--- src/hdl/ulid_monotonic_generator_core_macros.svh ---
// ----------------------------------------------------------------------------
// ULID generator assertion macros
// Shorthand for the clocked, reset-qualified checks used in the core.
// ----------------------------------------------------------------------------
`ifndef ULID_MONOTONIC_GENERATOR_CORE_MACROS_SVH
`define ULID_MONOTONIC_GENERATOR_CORE_MACROS_SVH

// same-cycle implication
`define ULID_ASSERT_IMP(label, ante, cons, msg) \
  label: assert property (@(posedge clk) disable iff (!rst_n) (ante) |-> (cons)) \
    else $error(msg);

// next-cycle implication
`define ULID_ASSERT_NXT(label, ante, cons, msg) \
  label: assert property (@(posedge clk) disable iff (!rst_n) (ante) |=> (cons)) \
    else $error(msg);

`endif

--- src/hdl/ulid_pkg.sv ---
// ----------------------------------------------------------------------------
// ULID generator package
// Widths, the identifier word layout and the Crockford base-32 alphabet.
// ----------------------------------------------------------------------------
package ulid_pkg;

  localparam int TIME_W      = 50;
  localparam int HALF_W      = 40;
  localparam int RAND_W      = 80;
  localparam int DIGIT_W     = 5;
  localparam int CHAR_W      = 7;
  localparam int ID_LEN      = 26;
  localparam int POS_W       = 5;
  localparam int WORD_W      = TIME_W + RAND_W;
  localparam int IN_TDATA_W  = 136;
  localparam int OUT_TDATA_W = 8;

  // time in the upper bits, random part below, both most significant digit first
  typedef struct packed {
    logic [TIME_W-1:0] ts;
    logic [RAND_W-1:0] rnd;
  } id_word_t;

  typedef struct packed {
    logic full;
    logic empty;
  } q_stat_t;

  typedef struct packed {
    logic             busy;
    logic [POS_W-1:0] pos;
  } bk_stat_t;

  localparam logic [CHAR_W-1:0] ALPHABET [0:31] = '{
    7'h30, 7'h31, 7'h32, 7'h33, 7'h34, 7'h35, 7'h36, 7'h37,
    7'h38, 7'h39, 7'h41, 7'h42, 7'h43, 7'h44, 7'h45, 7'h46,
    7'h47, 7'h48, 7'h4A, 7'h4B, 7'h4D, 7'h4E, 7'h50, 7'h51,
    7'h52, 7'h53, 7'h54, 7'h56, 7'h57, 7'h58, 7'h59, 7'h5A
  };

endpackage

--- src/hdl/ulid_front.sv ---
// ----------------------------------------------------------------------------
// ULID front end
// Takes input items, applies the monotonic rule and pushes the 130-bit word.
// ----------------------------------------------------------------------------
module ulid_front (
  input  logic                        clk,
  input  logic                        rst_n,
  input  logic                        cfg_wr_en,
  input  logic                        cfg_wr_data,
  input  logic                        accept,
  input  logic [ulid_pkg::TIME_W-1:0] now_ms,
  input  logic [ulid_pkg::HALF_W-1:0] random_high,
  input  logic [ulid_pkg::HALF_W-1:0] random_low,
  output ulid_pkg::id_word_t          push_word
);

  logic                        mono_r;
  logic [ulid_pkg::TIME_W-1:0] last_time_r, last_time_nxt;
  logic [ulid_pkg::RAND_W-1:0] rnd_r, rnd_nxt;
  logic [ulid_pkg::RAND_W-1:0] rnd_in, rnd_inc;
  logic                        later;

  assign rnd_in  = {random_high, random_low};
  assign rnd_inc = rnd_r + ulid_pkg::RAND_W'(1);
  assign later   = now_ms > last_time_r;

  always_comb begin
    last_time_nxt = last_time_r;
    rnd_nxt       = rnd_r;
    push_word.ts  = now_ms;
    push_word.rnd = rnd_in;
    if (mono_r) begin
      if (later) begin
        last_time_nxt = now_ms;
        rnd_nxt       = rnd_in;
      end else begin
        // same or earlier millisecond: reuse time, bump random part
        rnd_nxt       = rnd_inc;
        push_word.ts  = last_time_r;
        push_word.rnd = rnd_inc;
      end
    end
  end

  always_ff @(posedge clk) begin
    if (!rst_n) begin
      mono_r      <= 1'b1;
      last_time_r <= '0;
      rnd_r       <= '0;
    end else begin
      if (cfg_wr_en) begin
        mono_r <= cfg_wr_data;
      end
      if (accept) begin
        last_time_r <= last_time_nxt;
        rnd_r       <= rnd_nxt;
      end
    end
  end

endmodule

--- src/hdl/ulid_queue.sv ---
// ----------------------------------------------------------------------------
// ULID word queue
// Short first-in first-out queue between front end and serializer.
// ----------------------------------------------------------------------------
module ulid_queue #(
  parameter int DEPTH = 2
) (
  input  logic               clk,
  input  logic               rst_n,
  input  logic               push,
  input  ulid_pkg::id_word_t push_word,
  input  logic               pop,
  output ulid_pkg::id_word_t pop_word,
  output ulid_pkg::q_stat_t  stat
);

  localparam int PTR_W = (DEPTH > 1) ? $clog2(DEPTH) : 1;
  localparam int CNT_W = $clog2(DEPTH + 1);

  ulid_pkg::id_word_t mem [DEPTH];
  logic [PTR_W-1:0]   wr_ptr_r, rd_ptr_r;
  logic [CNT_W-1:0]   cnt_r;

  assign stat.full  = cnt_r == CNT_W'(DEPTH);
  assign stat.empty = cnt_r == '0;
  assign pop_word   = mem[rd_ptr_r];

  always_ff @(posedge clk) begin
    if (push) begin
      mem[wr_ptr_r] <= push_word;
    end
  end

  always_ff @(posedge clk) begin
    if (!rst_n) begin
      wr_ptr_r <= '0;
      rd_ptr_r <= '0;
      cnt_r    <= '0;
    end else begin
      if (push) begin
        wr_ptr_r <= (wr_ptr_r == PTR_W'(DEPTH - 1)) ? '0 : wr_ptr_r + PTR_W'(1);
      end
      if (pop) begin
        rd_ptr_r <= (rd_ptr_r == PTR_W'(DEPTH - 1)) ? '0 : rd_ptr_r + PTR_W'(1);
      end
      if (push && !pop) begin
        cnt_r <= cnt_r + CNT_W'(1);
      end else if (pop && !push) begin
        cnt_r <= cnt_r - CNT_W'(1);
      end
    end
  end

endmodule

--- src/hdl/ulid_back.sv ---
// ----------------------------------------------------------------------------
// ULID serializer
// Emits the 26 characters of each word, one per cycle while out_tready is high, through an output register.
// ----------------------------------------------------------------------------
module ulid_back (
  input  logic                          clk,
  input  logic                          rst_n,
  input  ulid_pkg::q_stat_t             qstat,
  input  ulid_pkg::id_word_t            pop_word,
  output logic                          pop,
  output ulid_pkg::bk_stat_t            stat,
  output logic                          out_tvalid,
  input  logic                          out_tready,
  output logic [ulid_pkg::CHAR_W-1:0]   out_char,
  output logic                          out_tlast
);

  logic [ulid_pkg::WORD_W-1:0] word_r, word_nxt;
  logic                        busy_r, busy_nxt;
  logic [ulid_pkg::POS_W-1:0]  pos_r, pos_nxt;
  logic                        tvalid_r;
  logic [ulid_pkg::CHAR_W-1:0] char_r;
  logic                        last_r;
  logic                        slot_free, advance, is_last;

  assign slot_free = !tvalid_r || out_tready;
  assign advance   = busy_r && slot_free;
  assign is_last   = pos_r == ulid_pkg::POS_W'(ulid_pkg::ID_LEN - 1);
  // take the next word as soon as the last character of this one moves out
  assign pop       = !qstat.empty && (!busy_r || (advance && is_last));

  always_comb begin
    word_nxt = word_r;
    busy_nxt = busy_r;
    pos_nxt  = pos_r;
    if (pop) begin
      word_nxt = pop_word;
      busy_nxt = 1'b1;
      pos_nxt  = '0;
    end else if (advance) begin
      word_nxt = word_r << ulid_pkg::DIGIT_W;
      busy_nxt = !is_last;
      pos_nxt  = pos_r + ulid_pkg::POS_W'(1);
    end
  end

  always_ff @(posedge clk) begin
    word_r <= word_nxt;
    if (advance) begin
      char_r <= ulid_pkg::ALPHABET[word_r[ulid_pkg::WORD_W-1 -: ulid_pkg::DIGIT_W]];
      last_r <= is_last;
    end
  end

  always_ff @(posedge clk) begin
    if (!rst_n) begin
      busy_r   <= 1'b0;
      pos_r    <= '0;
      tvalid_r <= 1'b0;
    end else begin
      busy_r <= busy_nxt;
      pos_r  <= pos_nxt;
      if (advance) begin
        tvalid_r <= 1'b1;
      end else if (out_tready) begin
        tvalid_r <= 1'b0;
      end
    end
  end

  assign stat.busy  = busy_r;
  assign stat.pos   = pos_r;
  assign out_tvalid = tvalid_r;
  assign out_char   = char_r;
  assign out_tlast  = last_r;

endmodule

--- src/hdl/ulid_monotonic_generator_core.sv ---
// ----------------------------------------------------------------------------
// ULID monotonic generator core
// Turns a millisecond time and 80 random bits into a 26-character ULID.
// ----------------------------------------------------------------------------
// Input channel in_*: one item per identifier (time and two random halves).
// Output channel out_*: 26 ASCII characters per item, time digits first,
// out_tlast high on the 26th. cfg_wr_en/cfg_wr_data write monotonic_mode;
// write it only while no item is in flight.
// Path: an item taken on the input reaches the output through the queue
// write, then the serializer load, then the output register. Throughput:
// one character per cycle while out_tready is high, set by the single
// serializer; the queue takes new items while the serializer is busy.
// The front end takes items into a QUEUE_DEPTH-entry queue; in_tready drops
// only when that queue is full.
// Reset (rst_n low, synchronous): queue and serializer empty, stored time and
// random digits zero, monotonic mode on.
// When the receiver holds out_tready low, the current character stays on the
// output, the serializer pauses, the queue fills and then in_tready falls.
// ----------------------------------------------------------------------------
`include "ulid_monotonic_generator_core_macros.svh"

module ulid_monotonic_generator_core #(
  parameter int QUEUE_DEPTH = 2
) (
  input  logic                                 clk,
  input  logic                                 rst_n,
  input  logic                                 cfg_wr_en,
  input  logic                                 cfg_wr_data,  // monotonic_mode
  input  logic                                 in_tvalid,
  output logic                                 in_tready,
  // now_ms[49:0], random_high[89:50], random_low[129:90], zero pad
  input  logic [ulid_pkg::IN_TDATA_W-1:0]      in_tdata,
  output logic                                 out_tvalid,
  input  logic                                 out_tready,
  // id_char[6:0], zero pad
  output logic [ulid_pkg::OUT_TDATA_W-1:0]     out_tdata,
  output logic                                 out_tlast     // last_char
);

  localparam int RH_LO = ulid_pkg::TIME_W;
  localparam int RL_LO = ulid_pkg::TIME_W + ulid_pkg::HALF_W;
  localparam logic [ulid_pkg::POS_W-1:0] POS_END = ulid_pkg::POS_W'(ulid_pkg::ID_LEN);

  ulid_pkg::id_word_t          push_word, pop_word;
  ulid_pkg::q_stat_t           qstat;
  ulid_pkg::bk_stat_t          bstat;
  logic                        accept, pop;
  logic [ulid_pkg::CHAR_W-1:0] out_char;
  logic [ulid_pkg::OUT_TDATA_W+1:0] out_bus;

  assign in_tready = !qstat.full;
  assign accept    = in_tvalid && in_tready;

  ulid_front u_front (
    .clk         (clk),
    .rst_n       (rst_n),
    .cfg_wr_en   (cfg_wr_en),
    .cfg_wr_data (cfg_wr_data),
    .accept      (accept),
    .now_ms      (in_tdata[ulid_pkg::TIME_W-1:0]),
    .random_high (in_tdata[RH_LO +: ulid_pkg::HALF_W]),
    .random_low  (in_tdata[RL_LO +: ulid_pkg::HALF_W]),
    .push_word   (push_word)
  );

  ulid_queue #(
    .DEPTH (QUEUE_DEPTH)
  ) u_queue (
    .clk       (clk),
    .rst_n     (rst_n),
    .push      (accept),
    .push_word (push_word),
    .pop       (pop),
    .pop_word  (pop_word),
    .stat      (qstat)
  );

  ulid_back u_back (
    .clk        (clk),
    .rst_n      (rst_n),
    .qstat      (qstat),
    .pop_word   (pop_word),
    .pop        (pop),
    .stat       (bstat),
    .out_tvalid (out_tvalid),
    .out_tready (out_tready),
    .out_char   (out_char),
    .out_tlast  (out_tlast)
  );

  assign out_tdata = {{(ulid_pkg::OUT_TDATA_W - ulid_pkg::CHAR_W){1'b0}}, out_char};
  assign out_bus   = {out_tvalid, out_tlast, out_tdata};

  `ULID_ASSERT_IMP(a_pos_range, bstat.busy, bstat.pos < POS_END, "position out of range")
  `ULID_ASSERT_IMP(a_no_pop_empty, pop, !qstat.empty, "pop from empty queue")
  `ULID_ASSERT_NXT(a_no_phantom, qstat.empty && !bstat.busy && !out_tvalid, !out_tvalid, "stray item")
  `ULID_ASSERT_NXT(a_hold_stall, out_tvalid && !out_tready, $stable(out_bus), "item changed in stall")

endmodule
--- config.mk ---
export PLATFORM = sky130hd
export DESIGN_NAME = ulid_monotonic_generator_core
export DESIGN_NICKNAME = d
export VERILOG_FILES = /design/src/hdl/ulid_pkg.sv /design/src/hdl/ulid_front.sv /design/src/hdl/ulid_queue.sv /design/src/hdl/ulid_back.sv /design/src/hdl/ulid_monotonic_generator_core.sv
export VERILOG_INCLUDE_DIRS = /design/src /design/src/hdl
export SDC_FILE = /design/constraint.sdc
export NUM_CORES = 1
export LEC_CHECK = 0
export BUFFER_PORTS_ARGS = -buffer_cell sky130_fd_sc_hd__buf_2
export CORE_AREA = 2 2 221 223
export CTS_BUF_LIST = sky130_fd_sc_hd__clkbuf_4 sky130_fd_sc_hd__clkbuf_8
export CTS_CLUSTER_SIZE = 25
export DETAILED_ROUTE_END_ITERATION = 16
export DIE_AREA = 0 0 223 225
export PLACE_DENSITY = 0.73
export SYNTH_ARGS = -nofsm -noshare
export SYNTH_HDL_FRONTEND = slang
export SYNTH_SLANG_ARGS = --single-unit
export TNS_END_PERCENT = 1
--- constraint.sdc ---
create_clock -name clk -period 11 [get_ports clk]
set_clock_uncertainty 0.15 [all_clocks]
set_input_delay 0.55 -clock clk [delete_from_list [all_inputs] [get_ports clk]]
set_output_delay 0.55 -clock clk [all_outputs]
set_load 0.05 [all_outputs]
# After elaboration in Yosys (flattened, before gate mapping)
# Memory sizes are Yosys's and may differ from the RTL's. A register that Yosys moved wholly into a read port is not among the register bits.
# Cells that the tools add are included.
# word_totals
ff_bits,273
memories,2
ram_bits,260
latch_bits,0
rom_bits,224
in_bits,142
wordCells,63
out_inout_bits,11
# memory_table
name,words,word_bits,rd,rd_ports_with_merged_regs,wr,line_no,rtl
u_queue.mem,2,130,1,1,1,ulid_queue.sv:20,ulid_pkg::id_word_t mem [DEPTH];
(name not given),32,7,1,1,0,ulid_back.sv:50,char_r <= ulid_pkg::ALPHABET[word_r[ulid_pkg::WORD_W-1 -: ulid_pkg::DIGIT_W]];
# op_classes
n_shift,0
n_reduce_logical,22
eq_ne,2
n_addsub,6
muxes,17
n_mul,0
order_cmp,1
bitwise,2
div_mod_pow,0
# ops
operator,count
$mux W130,4
$add A80 B1 Y80 const B,1
$mux W80,1
$gt A50 B50 Y1,1
$mux W1,10
$logic_not A1 Y1,7
$logic_and A1 B1 Y1,6
$not A5 Y6,1
$reduce_bool A2 Y1,3
$add A5 B1 Y5 const B,1
$eq A5 B5 Y1 const B,1
$mux W2,2
$reduce_and A3 Y1,1
$add A1 B1 Y1 const B,2
$add A2 B1 Y2 const B,1
$eq A2 B2 Y1 const B,1
$logic_not A2 Y1,1
$logic_or A1 B1 Y1,2
$reduce_and A2 Y1,1
$reduce_or A2 Y1,1
$sub A2 B1 Y2 const B,1
$not A1 Y1,1

# Logic depth before layout (Yosys ltp)
# logic_depth
depth_word,9
depth_mapped,13
depth_no_buf,10

# Modules after synthesis
# From an unflattened synthesis, not the netlist that was laid out.
# unflattened
cells_unflattened,2300
hier_area_um2,27645.3
# modules_own_cells
module,area_per_inst_um2,cells_each,seq_area_each_um2,n_inst
ulid_front,11596.1,1503,2622.5,1
ulid_queue,9623.0,426,7907.6,1
ulid_back,6404.9,367,4284.1,1
ulid_monotonic_generator_core,21.3,4,0.0,1

# Worst setup path before layout
# No wires, ideal clock.
# synth_timing
path_type,register -> register
from,reg u_queue.cnt_r[0]
to,"mem u_queue.mem[0][0] (netlist name), enable pin"
n_path_buf,0
t_arrival_ns,6.908
path_stages_with_launch,4
synth_period_minus_slack_ns,7.695
setup_ns,0.636
t_required_ns,10.214
slack_ns,3.305
cell_sequence,dfxtp_1 > nand2b_1 > and2_0 > nor2b_1
# synth_via
elab_chain_len,5
# synth_rtl
item,line_no,rtl
from (decl),ulid_queue.sv:22,logic [CNT_W-1:0] cnt_r;
from (signal assigned),ulid_queue.sv:47,cnt_r <= cnt_r + CNT_W'(1);
from (signal assigned),ulid_queue.sv:49,cnt_r <= cnt_r - CNT_W'(1);
$eq A2 B2 Y1,ulid_queue.sv:24,assign stat.full = cnt_r == CNT_W'(DEPTH);
$logic_not A1 Y1,ulid_monotonic_generator_core.sv:51,assign in_tready = !qstat.full;
via in_tready,ulid_monotonic_generator_core.sv:30,"output logic in_tready,"
$logic_and A1 B1 Y1,ulid_monotonic_generator_core.sv:52,assign accept = in_tvalid && in_tready;
via accept,ulid_monotonic_generator_core.sv:47,"logic accept, pop;"
$mux W1,ulid_queue.sv:29,if (push) begin
$mux W1 (not written as such),ulid_queue.sv:30,mem[wr_ptr_r] <= push_word;
to (decl),ulid_queue.sv:20,
# The timed path passes the listed nets, and every way through them passes these cells.

==> flow_summary.toml <==
[drt]
wl_mm = 66.8
drtPass1Iterations = 7
drc = 0
drtIter0Drc = 2135
drt-vias-per-instance = 6.11
post_drt_wl_per_cell_microns = 19.9
ant_nets = 0
num_vias = 20472

[worst_setup_path]
cp.arrival_ns = 5.61
r2r_slack_ns = 5.81
startpoint = "in_tdata[47]"
reg2reg_from = "u_front.last_time_r[47]"
path_max_fanout = 88
path_class = "primary input to flip-flop"
required_ns = 11.23
endpoint_kind = "flip-flop"
start_kind = "primary input"

[synth]
synth-simple-area-share_pct = 15.2
yosysMostFrequentCell = "o21ai_0"
yosysSeqAreaShare_pct = 57.0
synth-seq-cells = 541
ys_top_cells_by_area = "edfxtp_1, dfxtp_1, o21ai_0"
synthCells = 2518
synth_area_per_cell_sq_um = 10.3
async_flop_share_pct = 0
syn-num-nets = 2719
ys.flop_type = "edfxtp_1"
synth.distinct_cells = 68
synth_common_cells = "o21ai_0, edfxtp_1, nand2_1"
synthAdderAreaFrac_pct = 2.84
yosysTopAreaCell = "edfxtp_1"
synthMuxAreaShare_pct = 5.36
netlist_area_sq_um = 26000
synth_enable_flop_cells = 398
synth_top_family_by_area = "simple AND/OR/NAND/NOR gates"
yosys_warnings = 0
synth_top_area_share_pct = 45.9
synth-xor-area-share_pct = 1.78
synth_compound_area_share_pct = 13.9

[timing]
final.setup.tns_ns = 0
final_hold_viol_count = 0
max_slew_margin_pct = 24.6
setup_violations = 0
slew_viol_final = 0
period_share_pct = 48.9
rsz0062_at_grt = "false"
setup_ws_ns = 5.62
max_freq_ghz = 0.186
period_minus_slack_ns = 5.38
worst_pin_slew_ns = 1.13

[grt]
grt_max_degree = 259
antenna_found_initial = 7
grt_overflow_total = 0
grt_first_pass_wirelength_mm = 104
track_usage_pct = 26.3
grt_pass1_vias = 19819

[power_and_ir_drop]
seqPwrFrac_pct = 47.3
power_density_nw_per_um2 = 230
clkPwrFrac_pct = 27.1
intPower_mw = 4.54
p_leak_nw = 10.2
pwr-share-comb_pct = 25.6
switching_share_pct = 33.4
switchingPower_mw = 2.27
irDropWorstVdd_mv = 0.230

[clock_network]
cts_resized = 0
clockBufferDepth = 3
clock_latency_ns = 0.67
cts_tree = "yes"
cts_num_sinks = 541
root_buffer = "clkbuf_8"
numCtsBuffers = 91
clk_pin_slew_ns = 0.06
htree_num_levels = 3

[floorplanning]
die_h_microns = 225
die-width_microns = 223
coreArea_sq_um = 47500
num_rows = 80
start_util_pct = 54.7
ioPinCount = 153
dieArea_sq_um = 50200

[run_status]
status = "complete, no violations"

[placed_design]
gp_congestion = 0.848
io_buffers = 145
hpwlAfterDp_mm = 39.6
dp_slack_ns = 5.61

[run]
cap_violations = 0

[final_layout]
utilization_pct = 62.2
layout-drive-gt1-share_pct = 13.0
nFillCells = 3726
fin_nets = 2857
area_growth_pct = 13.8

[worst_hold_path]
hp-class = "primary input to flip-flop"
holdCritStartpoint = "in_tdata[119]"
-- timing repair --
| action | CTS | global route |
|---|---|---|
| endpoints found under the hold margin | 69 | 0 |
| buffers inserted | 0 | 0 |
| hold buffers | 69 | 0 |
-- per-stage QoR --
stage               hold WS, ns  power [mW]  instances  cell area (sq um)
floorplan                 0.284        4.48       2518              26000
global placement          0.291        4.89       3109              27000
detailed placement        0.297        4.97       3109              27000
CTS                    0.000589        6.83       3345              29600
global route             0.0200        7.17       3347              29600
finish                   0.0344        6.81       3348              29600
-- layout by cell type, fill, tap and decap left out, drive strengths merged, types with 3 or more instances in the layout --
cell type and instances:
clkinv 28, nor3 44, clkbuf 137, nand4 64, o21ai 432, xnor2 23, a21boi 3, mux2i 137
nand2 303, o22ai 5, nand4b 5, edfxtp 398, nand3 167, and4 4, dfxtp 143, a2bb2oi 17
a21o 11, or4 8, and3 17, and2 18, a31oi 58, o31ai 4, buf 168, or2 3
nor4 34, o21a 13, dlygate4sd3 69, a21oi 74, xor2 30, o211ai 7, ha 59, nor2 107
nand2b 6, o311ai 14, or3 9, inv 69, diode 3, nor2b 15
-- path summary, 6_finish.rpt --
check                                end  depth (start not counted)
hold reg to reg   u_front.last_time_r[8]                          2
hold / removal         u_front.rnd_r[29]                          3
setup reg to reg      u_queue.mem[0][42]                         11
setup / recovery      u_queue.mem[0][42]                         12
-- layout make-up --
class	count	area, sq um	share of cell area, %
repair buffers	237	1600	5.41
inverters	70	267	0.901
diodes	3	7.51	0.0254
well taps	615	769	2.60
clock buffers	137	1710	5.78
multi-input cells	1715	10200	34.6
flip-flops and latches	541	14800	50.1
clock inverters	30	185	0.626
-- cells by family after synthesis --
logic type / after synthesis
xor gates and xnor gates: 53
adders and majority gates: 59
AOI/OAI and AO/OA: 652
and+or+nand+nor: 811
buffers and inverters: 262
other: 1
DFF: 541
muxes: 139
-- flip-flops by register name (all words and copies together) (netlist names), named ones only --
register,count
u_back.busy_r,1
u_back.out_char,7
u_back.out_tlast,1
u_back.out_tvalid,1
u_back.pos_r,5
u_back.word_r,130
u_front.last_time_r,50
u_front.mono_r,1
u_front.rnd_r,80
u_queue.cnt_r,2
u_queue.mem,260
u_queue.rd_ptr_r,1
u_queue.wr_ptr_r,1
-- routing by layer --
metal	wire length [microns]	share of wire, %	global-route usage [%]	vias to the layer above
li1	-	-	-	9562
met1	27700	41	34.3	9787
met2	31900	48	43.9	958
met3	5230	7.8	4.62	157
met4	1960	2.9	10.2	8
met5	49	0.073	0	-
-- power groups by stage --
| stage | Clock, mW | Sequential [mW] | Combinational (mW) |
|---|---|---|---|
| after floorplan | 0 | 3.26 | 1.22 |
| after global placement | 0 | 3.23 | 1.66 |
| after detailed placement | 0 | 3.25 | 1.71 |
| after CTS | 1.88 | 3.22 | 1.74 |
| after global routing | 1.96 | 3.27 | 1.94 |
| final | 1.85 | 3.22 | 1.75 |
-- critical path, cell delays in order --
cell           delay [ns]
dlygate4sd3_1        0.53
buf_2                0.14
ha_1                 0.31
a21o_1               0.16
a21o_1               0.17
a221oi_1             0.40
nand4b_1             0.46
o21bai_4             0.26
buf_4                0.77
nand2_4              0.63
buf_4                0.59
o21ai_0              0.56
Note: power is estimated with default switching activity, not from simulation.
